--- config.mk ---
export PLATFORM = sky130hd
export DESIGN_NAME = thermal_throttle_fan_controller_flat
export DESIGN_NICKNAME = d
export VERILOG_FILES = /design/src/rtl/ttfc_pkg.sv /design/src/rtl/ttfc_if.sv /design/src/rtl/thermal_throttle_fan_controller.sv /design/src/rtl/ttfc_regs.sv /design/src/flat_wrapper.sv
export SDC_FILE = /design/constraint.sdc
export NUM_CORES = 1
export LEC_CHECK = 0
export BUFFER_PORTS_ARGS = -buffer_cell sky130_fd_sc_hd__buf_2
export CORE_MARGIN = 4
export CORE_UTILIZATION = 63
export CTS_CLUSTER_DIAMETER = 150
export DETAILED_ROUTE_END_ITERATION = 12
export PLACE_DENSITY = 0.81
export SLEW_MARGIN = 25
export SYNTH_ARGS = -nofsm -noshare
export SYNTH_HDL_FRONTEND = slang
export SYNTH_SLANG_ARGS = --single-unit
export TNS_END_PERCENT = 100
--- constraint.sdc ---
create_clock -name clk -period 15.75 [get_ports clk]
set_input_delay 0.7875 -clock clk [delete_from_list [all_inputs] [get_ports clk]]
set_output_delay 0.7875 -clock clk [all_outputs]
set_load 0.005 [all_outputs]
--- src/rtl/ttfc_pkg.sv ---
`timescale 1ns / 1ps
// ttfc_pkg: types and constants shared by the thermal throttle fan controller
// no dependencies

package ttfc_pkg;

    localparam int AddrW = 4;
    localparam int DataW = 32;

    localparam logic [7:0]  MaxTempReset  = 8'd75;
    localparam logic [7:0]  FalloffReset  = 8'd5;
    localparam logic [13:0] StartSleep    = 14'd100;
    localparam logic [13:0] MaxSleep      = 14'd9999;
    localparam logic [2:0]  Pauses        = 3'd5;
    localparam logic [16:0] Div3Mul       = 17'd43691;
    localparam logic [12:0] Div100Mul     = 13'd5243;

    typedef enum logic [1:0] {
        RegMaxTemp    = 2'd0,
        RegFalloff    = 2'd1,
        RegFixedFan   = 2'd2,
        RegFanEnable  = 2'd3
    } reg_idx_t;

    typedef struct packed {
        logic [7:0] max_temp;
        logic [7:0] falloff;
        logic [6:0] fixed_fan_level;
        logic       fan_control_enable;
    } cfg_t;

endpackage

--- src/rtl/ttfc_if.sv ---
`timescale 1ns / 1ps
// ttfc_meas_if, ttfc_act_if: valid/ready channels of the fan controller
// no dependencies

interface ttfc_meas_if;
    logic       valid;
    logic       ready;
    logic [7:0] temp_c;
    logic [7:0] fan_pwm_in;

    modport source (output valid, output temp_c, output fan_pwm_in, input ready);
    modport sink   (input valid, input temp_c, input fan_pwm_in, output ready);
endinterface

interface ttfc_act_if;
    logic        valid;
    logic        ready;
    logic        fan_write;
    logic        fan_auto;
    logic [7:0]  fan_pwm_out;
    logic        throttle;
    logic [13:0] sleep_ms;
    logic [2:0]  pause_repeats;

    modport source (output valid, output fan_write, output fan_auto, output fan_pwm_out,
                    output throttle, output sleep_ms, output pause_repeats, input ready);
    modport sink   (input valid, input fan_write, input fan_auto, input fan_pwm_out,
                    input throttle, input sleep_ms, input pause_repeats, output ready);
endinterface

--- src/rtl/thermal_throttle_fan_controller.sv ---
`timescale 1ns / 1ps
// thermal_throttle_fan_controller: throttle and fan step control, one item per period
// depends on ttfc_pkg, ttfc_if (ttfc_meas_if, ttfc_act_if) and ttfc_regs
//
// usage
//   meas carries one control period: temperature and the fan pwm read back.
//   act returns one item per period: the last fan command (write, auto, pwm),
//   the throttle flag, pause length in ms and the number of pauses.
//   configuration sits behind the apb port: max_temp, falloff, fixed fan level
//   and fan enable at byte addresses 0, 4, 8 and 12; write only while idle.
// timing
//   an item taken on meas is held in an input register, evaluated in one pass
//   of logic and lands in the output register, which drives act.valid.
//   one item per cycle is sustained while act does not stall; the only loop
//   is the state update (cooling flag, sleep time, last temperature, auto
//   flag), which closes through that one pass of logic.
// reset and stalls
//   reset empties both registers, restores the register defaults and clears
//   the controller state. while act is stalled the output holds its item and
//   one more item is taken into the input register before meas drops ready.

module thermal_throttle_fan_controller (
    input  logic                          clk,
    input  logic                          rst_n,
    input  logic                          psel,
    input  logic                          penable,
    input  logic                          pwrite,
    input  logic [ttfc_pkg::AddrW-1:0]    paddr,
    input  logic [ttfc_pkg::DataW-1:0]    pwdata,
    output logic [ttfc_pkg::DataW-1:0]    prdata,
    output logic                          pready,
    ttfc_meas_if.sink                     meas,
    ttfc_act_if.source                    act
);
    import ttfc_pkg::*;

    typedef struct packed {
        logic       issued;
        logic       auto_sel;
        logic [6:0] pct;
        logic       is_auto;
    } fan_t;

    function automatic fan_t fan_apply(fan_t f, logic en, logic signed [8:0] pct);
        fan_t r;
        r = f;
        if (en)
        begin
            r.issued = 1'b1;
            if (pct < 9'sd0)
                r.pct = 7'd0;
            else if (pct > 9'sd100)
                r.pct = 7'd100;
            else
                r.pct = pct[6:0];
            r.auto_sel = (r.pct == 7'd0);
            r.is_auto  = (r.pct == 7'd0);
        end
        return r;
    endfunction

    cfg_t cfg;

    ttfc_regs u_regs (
        .clk     (clk),
        .rst_n   (rst_n),
        .psel    (psel),
        .penable (penable),
        .pwrite  (pwrite),
        .paddr   (paddr),
        .pwdata  (pwdata),
        .prdata  (prdata),
        .pready  (pready),
        .cfg     (cfg)
    );

    // input register
    logic       in_valid_reg;
    logic [7:0] temp_reg;
    logic [7:0] pwm_reg;

    // controller state
    logic        cooling_reg;
    logic        cooling_next;
    logic [13:0] sleep_reg;
    logic [13:0] sleep_next;
    logic [7:0]  prev_temp_reg;
    logic        fan_auto_reg;

    // output register
    logic        out_valid_reg;
    logic        fan_write_reg;
    logic        fan_auto_out_reg;
    logic [7:0]  fan_pwm_reg;
    logic        throttle_reg;
    logic [13:0] sleep_ms_reg;
    logic [2:0]  repeats_reg;

    logic advance;

    assign advance    = in_valid_reg && (!out_valid_reg || act.ready);
    assign meas.ready = !in_valid_reg || advance;

    // working fan level from the readback, pwm*100/255
    logic [14:0] lvl_scaled;
    logic [15:0] lvl_sum;
    logic [6:0]  lvl_base;

    assign lvl_scaled = 15'(pwm_reg) * 15'd100;
    assign lvl_sum    = 16'(lvl_scaled) + 16'(lvl_scaled >> 8) + 16'd1;
    assign lvl_base   = lvl_sum[14:8];

    logic signed [9:0] ease;
    logic              lt_ease;
    logic              gt_ease;
    logic              fixed_on;

    assign ease     = $signed({2'b00, cfg.max_temp}) - $signed({2'b00, cfg.falloff});
    assign lt_ease  = $signed({2'b00, temp_reg}) < ease;
    assign gt_ease  = $signed({2'b00, temp_reg}) > ease;
    assign fixed_on = (cfg.fixed_fan_level != 7'd0);

    fan_t              f;
    logic signed [8:0] lvl;
    logic [31:0]       div3_prod;
    logic [14:0]       grow;

    always_comb
    begin
        f            = '{issued: 1'b0, auto_sel: 1'b0, pct: 7'd0, is_auto: fan_auto_reg};
        lvl          = $signed({2'b00, lvl_base});
        cooling_next = cooling_reg;
        sleep_next   = sleep_reg;
        div3_prod    = '0;
        grow         = '0;

        if (fixed_on)
            f = fan_apply(f, cfg.fan_control_enable, $signed({2'b00, cfg.fixed_fan_level}));

        if (temp_reg > cfg.max_temp)
        begin
            if (!cooling_reg)
                sleep_next = StartSleep;
            cooling_next = 1'b1;
        end

        if (cooling_next)
        begin
            if (lt_ease)
            begin
                if (sleep_next <= StartSleep)
                begin
                    sleep_next   = 14'd0;
                    cooling_next = 1'b0;
                end
                // divide by 1.5
                div3_prod  = 32'({sleep_next, 1'b0}) * 32'(Div3Mul);
                sleep_next = div3_prod[30:17];
                if (!fixed_on)
                begin
                    if (lvl > 9'sd0)
                        lvl = lvl - 9'sd2;
                    f = fan_apply(f, cfg.fan_control_enable, lvl);
                end
            end
            else if ((prev_temp_reg < temp_reg) && gt_ease)
            begin
                // multiply by 1.5, saturating
                grow = 15'(sleep_next) + 15'(sleep_next >> 1);
                if (grow > 15'(MaxSleep))
                    sleep_next = MaxSleep;
                else
                    sleep_next = grow[13:0];
            end
        end

        if (cooling_next)
        begin
            if (!fixed_on)
            begin
                if (lvl < 9'sd100)
                    lvl = lvl + 9'sd10;
                f = fan_apply(f, cfg.fan_control_enable, lvl);
            end
        end
        else if (!fixed_on && !f.is_auto)
        begin
            if (prev_temp_reg > temp_reg)
            begin
                if (lvl > 9'sd50)
                begin
                    lvl = lvl - 9'sd2;
                    f   = fan_apply(f, cfg.fan_control_enable, lvl);
                end
                else if (lvl < 9'sd50)
                begin
                    lvl = 9'sd0;
                    f   = fan_apply(f, cfg.fan_control_enable, lvl);
                end
            end
            else
            begin
                lvl = lvl + 9'sd2;
                if (lvl > 9'sd100)
                    lvl = 9'sd100;
                f = fan_apply(f, cfg.fan_control_enable, lvl);
            end
        end
    end

    // manual duty, percent*255/100
    logic [14:0] duty_scaled;
    logic [27:0] duty_prod;

    assign duty_scaled = {f.pct, 8'd0} - 15'(f.pct);
    assign duty_prod   = 28'(duty_scaled) * 28'(Div100Mul);

    always_ff @(posedge clk or negedge rst_n)
    begin
        if (!rst_n)
        begin
            in_valid_reg  <= 1'b0;
            out_valid_reg <= 1'b0;
            cooling_reg   <= 1'b0;
            sleep_reg     <= 14'd0;
            prev_temp_reg <= 8'd0;
            fan_auto_reg  <= 1'b0;
        end
        else
        begin
            if (meas.ready)
                in_valid_reg <= meas.valid;
            if (advance)
                out_valid_reg <= 1'b1;
            else if (act.ready)
                out_valid_reg <= 1'b0;
            if (advance)
            begin
                cooling_reg   <= cooling_next;
                sleep_reg     <= sleep_next;
                prev_temp_reg <= temp_reg;
                fan_auto_reg  <= f.is_auto;
            end
        end
    end

    always_ff @(posedge clk)
    begin
        if (meas.ready && meas.valid)
        begin
            temp_reg <= meas.temp_c;
            pwm_reg  <= meas.fan_pwm_in;
        end
        if (advance)
        begin
            fan_write_reg    <= f.issued;
            fan_auto_out_reg <= f.auto_sel;
            fan_pwm_reg      <= duty_prod[26:19];
            throttle_reg     <= cooling_next;
            sleep_ms_reg     <= cooling_next ? sleep_next : 14'd0;
            repeats_reg      <= cooling_next ? Pauses : 3'd0;
        end
    end

    assign act.valid         = out_valid_reg;
    assign act.fan_write     = fan_write_reg;
    assign act.fan_auto      = fan_auto_out_reg;
    assign act.fan_pwm_out   = fan_pwm_reg;
    assign act.throttle      = throttle_reg;
    assign act.sleep_ms      = sleep_ms_reg;
    assign act.pause_repeats = repeats_reg;

endmodule

--- src/rtl/ttfc_regs.sv ---
`timescale 1ns / 1ps
// ttfc_regs: apb register file holding the controller configuration
// depends on ttfc_pkg

module ttfc_regs (
    input  logic                          clk,
    input  logic                          rst_n,
    input  logic                          psel,
    input  logic                          penable,
    input  logic                          pwrite,
    input  logic [ttfc_pkg::AddrW-1:0]    paddr,
    input  logic [ttfc_pkg::DataW-1:0]    pwdata,
    output logic [ttfc_pkg::DataW-1:0]    prdata,
    output logic                          pready,
    output ttfc_pkg::cfg_t                cfg
);
    import ttfc_pkg::*;

    cfg_t     cfg_reg;
    cfg_t     cfg_next;
    reg_idx_t idx;
    logic     wr_en;

    assign idx    = reg_idx_t'(paddr[3:2]);
    assign wr_en  = psel && penable && pwrite;
    assign pready = 1'b1;
    assign cfg    = cfg_reg;

    always_comb
    begin
        cfg_next = cfg_reg;
        if (wr_en)
        begin
            case (idx)
                RegMaxTemp:   cfg_next.max_temp           = pwdata[7:0];
                RegFalloff:   cfg_next.falloff            = pwdata[7:0];
                RegFixedFan:  cfg_next.fixed_fan_level    = pwdata[6:0];
                RegFanEnable: cfg_next.fan_control_enable = pwdata[0];
                default:      cfg_next = cfg_reg;
            endcase
        end
    end

    always_ff @(posedge clk or negedge rst_n)
    begin
        if (!rst_n)
        begin
            cfg_reg.max_temp           <= MaxTempReset;
            cfg_reg.falloff            <= FalloffReset;
            cfg_reg.fixed_fan_level    <= 7'd0;
            cfg_reg.fan_control_enable <= 1'b1;
        end
        else
        begin
            cfg_reg <= cfg_next;
        end
    end

    always_comb
    begin
        case (idx)
            RegMaxTemp:   prdata = DataW'(cfg_reg.max_temp);
            RegFalloff:   prdata = DataW'(cfg_reg.falloff);
            RegFixedFan:  prdata = DataW'(cfg_reg.fixed_fan_level);
            RegFanEnable: prdata = DataW'(cfg_reg.fan_control_enable);
            default:      prdata = '0;
        endcase
    end

endmodule

--- src/flat_wrapper.sv ---
// flat-port wrapper written by rule: the top's interface ports become plain ports
module thermal_throttle_fan_controller_flat import ttfc_pkg::*;
  (clk, rst_n, psel, penable, pwrite, paddr, pwdata, prdata, pready, meas_valid, meas_temp_c, meas_fan_pwm_in, meas_ready, act_valid, act_fan_write, act_fan_auto, act_fan_pwm_out, act_throttle, act_sleep_ms, act_pause_repeats, act_ready);
  ttfc_meas_if meas_i ();
  ttfc_act_if act_i ();
  input  logic clk;
  input  logic rst_n;
  input  logic psel;
  input  logic penable;
  input  logic pwrite;
  input  logic [ttfc_pkg::AddrW-1:0] paddr;
  input  logic [ttfc_pkg::DataW-1:0] pwdata;
  output logic [ttfc_pkg::DataW-1:0] prdata;
  output logic pready;
  input wire logic [$bits(meas_i.valid)-1:0] meas_valid;
  input wire logic [$bits(meas_i.temp_c)-1:0] meas_temp_c;
  input wire logic [$bits(meas_i.fan_pwm_in)-1:0] meas_fan_pwm_in;
  output wire logic [$bits(meas_i.ready)-1:0] meas_ready;
  output wire logic [$bits(act_i.valid)-1:0] act_valid;
  output wire logic [$bits(act_i.fan_write)-1:0] act_fan_write;
  output wire logic [$bits(act_i.fan_auto)-1:0] act_fan_auto;
  output wire logic [$bits(act_i.fan_pwm_out)-1:0] act_fan_pwm_out;
  output wire logic [$bits(act_i.throttle)-1:0] act_throttle;
  output wire logic [$bits(act_i.sleep_ms)-1:0] act_sleep_ms;
  output wire logic [$bits(act_i.pause_repeats)-1:0] act_pause_repeats;
  input wire logic [$bits(act_i.ready)-1:0] act_ready;
  assign meas_i.valid = meas_valid;
  assign meas_i.temp_c = meas_temp_c;
  assign meas_i.fan_pwm_in = meas_fan_pwm_in;
  assign meas_ready = meas_i.ready;
  assign act_valid = act_i.valid;
  assign act_fan_write = act_i.fan_write;
  assign act_fan_auto = act_i.fan_auto;
  assign act_fan_pwm_out = act_i.fan_pwm_out;
  assign act_throttle = act_i.throttle;
  assign act_sleep_ms = act_i.sleep_ms;
  assign act_pause_repeats = act_i.pause_repeats;
  assign act_i.ready = act_ready;
  thermal_throttle_fan_controller u_core (.clk(clk), .rst_n(rst_n), .psel(psel), .penable(penable), .pwrite(pwrite), .paddr(paddr), .pwdata(pwdata), .prdata(prdata), .pready(pready), .meas(meas_i), .act(act_i));
endmodule
==> results.md <==
- Max-capacitance violation count: 0
- # diodes: 0
- Clock root cell: sky130_fd_sc_hd__clkbuf_16
- TNS Setup: 0 ps
- Critical-path top delay cell: sky130_fd_sc_hd__fa_1
- Utilization of the core after routing: 68.1%
- Number of hold violations in the final report: 0
- Fin nets: 2261
- GRT met2 Usage: between 40 and 50%
- Share of the cycle needed by the critical path after routing: roughly 94%
- Number of ports placed on the die boundary: 122
- Filler cell count: approximately 1.9k
- Synth Warn #: 0
- Post-Place Cells: roughly 2.1k
- Worst reg2reg path depth: 52
- Layout overhead on the synthesized area: 5.58%
- Placeable core area: 24500 um^2
- Most common cell after layout, fill and taps aside: sky130_fd_sc_hd__inv_1
- Detailed Place HPWL: approximately 32 mm
- Reg-to-reg critical path endpoint: u_core.act.fan_pwm_out[7]$_DFFE_PP_
- Total clock sinks: ~90
- Drt first-iter violations: 1004
- Total area of multi-input combinational cells: around 12000 um^2
- Die boundary width: between 150 and 200 um
- Slack of the worst reg-to-reg path: roughly 970 ps
- RR Startpoint: u_core.pwm_reg[2]$_DFFE_PP_
- Remaining number of nets flagged by the antenna check after routing: 0
- Class of the tightest hold or removal check: register to register
- Setup repair after global routing missed its margin: false
- Flip-flop count of the largest register, all copies and words added: 24
- Total GRT Usage: between 20% and 30%
- Die outline height: 166 um
- Total clock buffers created by CTS: 9
- Max-slew headroom: between 30% and 40%
- Cell area after layout: 16600 um^2
- Actual slew at the worst max-slew pin: a little over 900 ps
- Non-filler instance count after layout: 2115
- Cell Area, Placed: between 15000 and 20000 um^2
- Critical path required time: about 16000 ps
- Residual DRC: 0
- Mean routed wirelength per cell: approximately 18 um
- Status: completed
- Highest-count cells in the layout ignoring fill and taps: 293 x sky130_fd_sc_hd__inv_1, 288 x sky130_fd_sc_hd__ha_1, 128 x sky130_fd_sc_hd__fa_1
- Dominant synthesized flop cell: sky130_fd_sc_hd__dfrtp_1
- Most frequent cell on the critical path: sky130_fd_sc_hd__ha_1
- Number of placement rows: 57
- Worst Hold Launch: u_core.sleep_reg[2]$_DFFE_PN0P_
- Final count of negative-setup-slack endpoints: 0
- CP max stage delay: ~520 ps
- Arrival time at the worst endpoint: about 15000 ps
- Maximum number of pins on one net before global-route repair: 51
- Number of port buffers: just under 70
- Antenna violations before repair: 0
- Gr ovfl total: 0
- Kind of critical path: register to register
- Clock latency at the later pin of the worst-skew pair: approximately 350 ps
- Achievable Freq: 0.0677 GHz
- First-pass GRT wire length: approximately 64 mm
- CP Launch Type: register
- Routing layer with the top usage in global route: met2
- Area occupied by registers: approximately 2500 um^2
- Worst Setup End Kind: register
- Routability congestion estimate from global placement: around 0.96
- Starting Density: 64.5%
- Die footprint: around 28000 um^2
- Number of global-route vias before repair: between 10k and 15k
- Clock-pin transition on the worst setup and hold timing paths: around 70 ps
- Total Wirelength: 38.9 mm
- Worst setup path startpoint: u_core.pwm_reg[2]$_DFFE_PP_
- Endpoint of the worst hold-timing path: u_core.sleep_reg[2]$_DFFE_PN0P_
- Met3 global-route usage: 3.88%
- Cell count after synthesis: 1732
- TritonRoute pass-1 iters: 6
- Vias per Instance: between 6 and 7
- Number of buffers inserted by post-CTS setup repair: 0
- Share of synthesized area occupied by flip-flops and latches: around 16%
- Share of flip-flops with an asynchronous set or reset: 54.9%
- Worst hold stages: 2
- Post-synthesis average cell area: between 9 and 10 um^2
- Ratio of cells with drive above 1 in the final layout: under 10%
- TritonCTS clock tree: done
- Number of enable-type register cells in the synthesized netlist: about 40
- Global routing met1 resource utilization: around two fifths
- Maximum fanout along the worst path: 9
- Count of pins over their slew limit: 0
- Cell variety after synth: slightly above 100
- CTS H-tree lvls: 3
- Number of buffers on the longest clock path: 2
- Synthesized area: approximately 16000 um^2
- Routed vias: around 13k
- Clock period minus worst slack: ~15000 ps
- Final worst clock skew: ~14 ps
- Count of state elements after synthesis: just over 90
==> kinds of logic (layout without fill, tap and decap cells) <==
| logic type | count (synthesis) | in the layout | share of synthesized area (%) |
|---|---|---|---|
| compound gates | 390 | 390 | 17.7 |
| xor+xnor | 56 | 56 | 3.11 |
| fa+ha+maj | 419 | 419 | 39.3 |
| buf+inv | 355 | 390 | 9.36 |
| flops | 91 | 91 | 15.8 |
| mux | 41 | 41 | 2.94 |
| other cells | 2 | 26 | 0.0476 |
| simple gates | 378 | 378 | 11.8 |
==> metal layers <==
metal  share of wire, %  up-vias
met5                  0        -
met4                1.8        0
li1                   -     6101
met2                 49      463
met3                6.2       56
met1                 43     6212
==> critical path: cells and delay by family (launching register included) <==
| kind | cells | cell delay, ps |
|---|---|---|
| xor gates and xnor gates | 3 | 630 |
| adders and majority gates | 12 | 4400 |
| AOI/OAI and AO/OA | 24 | 6300 |
| and+or+nand+nor | 9 | 2220 |
| buffers and inverters | 4 | 510 |
| DFF | 1 | 440 |
==> worst max path at each step <==
| stage | cells past startpoint | slack [ps] | end |
|---|---|---|---|
| 2_1_floorplan | 50 | 2530 | u_core.act.fan_pwm_out[7]$_DFFE_PP_ |
| 6_report | 52 | 970 | u_core.act.fan_pwm_out[7]$_DFFE_PP_ |
| 5_1_grt | 53 | 30 | u_core.act.fan_pwm_out[7]$_DFFE_PP_ |
| 3_5_place_dp | 53 | 900 | u_core.act.fan_pwm_out[7]$_DFFE_PP_ |
| 4_1_cts | 53 | 820 | u_core.act.fan_pwm_out[7]$_DFFE_PP_ |
| 3_3_place_gp | 53 | 1040 | u_core.act.fan_pwm_out[7]$_DFFE_PP_ |
==> synthesized netlist by cell type (10+ instances only) <==
master / count / share of area (%)
sky130_fd_sc_hd__inv_1: 293 / 7.0
sky130_fd_sc_hd__ha_1: 288 / 23
sky130_fd_sc_hd__fa_1: 128 / 16
sky130_fd_sc_hd__nand2_1: 111 / 2.6
sky130_fd_sc_hd__nor2_1: 94 / 2.2
sky130_fd_sc_hd__a21oi_1: 84 / 2.7
sky130_fd_sc_hd__o21ai_0: 74 / 2.3
sky130_fd_sc_hd__dfrtp_1: 43 / 6.8
sky130_fd_sc_hd__edfxtp_1: 41 / 7.8
sky130_fd_sc_hd__xnor2_1: 39 / 2.2
sky130_fd_sc_hd__buf_4: 28 / 1.3
sky130_fd_sc_hd__nor3_1: 27 / 0.86
sky130_fd_sc_hd__nand3_1: 26 / 0.83
sky130_fd_sc_hd__mux2_2: 25 / 1.8
sky130_fd_sc_hd__a21o_1: 22 / 1.0
sky130_fd_sc_hd__clkbuf_1: 19 / 0.45
sky130_fd_sc_hd__and2_1: 18 / 0.71
sky130_fd_sc_hd__nand2b_1: 18 / 0.71
sky130_fd_sc_hd__o211ai_1: 17 / 0.81
sky130_fd_sc_hd__xor2_1: 17 / 0.94
sky130_fd_sc_hd__o21bai_1: 15 / 0.71
sky130_fd_sc_hd__a221oi_1: 14 / 0.78
sky130_fd_sc_hd__a211oi_1: 13 / 0.62
sky130_fd_sc_hd__mux2i_1: 13 / 0.83
sky130_fd_sc_hd__nand4_1: 13 / 0.52
sky130_fd_sc_hd__nor2b_1: 13 / 0.52
sky130_fd_sc_hd__o21a_1: 12 / 0.57
sky130_fd_sc_hd__o21ai_1: 11 / 0.35
sky130_fd_sc_hd__a22oi_1: 10 / 0.48
==> per-stage QoR <==
| stage | setup slack (ps) | hold WS [ps] |
|---|---|---|
| after floorplan | 2530 | 450 |
| final | 970 | 495 |
| after detailed placement | 900 | 477 |
| after global routing | 27.9 | 522 |
| after CTS | 817 | 494 |
| after global placement | 1040 | 463 |
==> area by class of cell <==
| cell class | instances | area share, % |
|---|---|---|
| multi-input combinational | 1310 | 71.6 |
| inverter | 294 | 6.63 |
| timing repair buffer | 80 | 2.57 |
| clock inverter | 7 | 0.481 |
| tap | 324 | 2.43 |
| sequential | 91 | 15.0 |
| clock buffer | 9 | 1.35 |
==> repair_timing <==
action,in CTS,in global routing
hold buffers,0,0
setup endpoints to repair,0,2
resized for setup,0,5
Power is not shown: default switching activity piles up to over one toggle a cycle in this logic, so the estimate is an artifact.
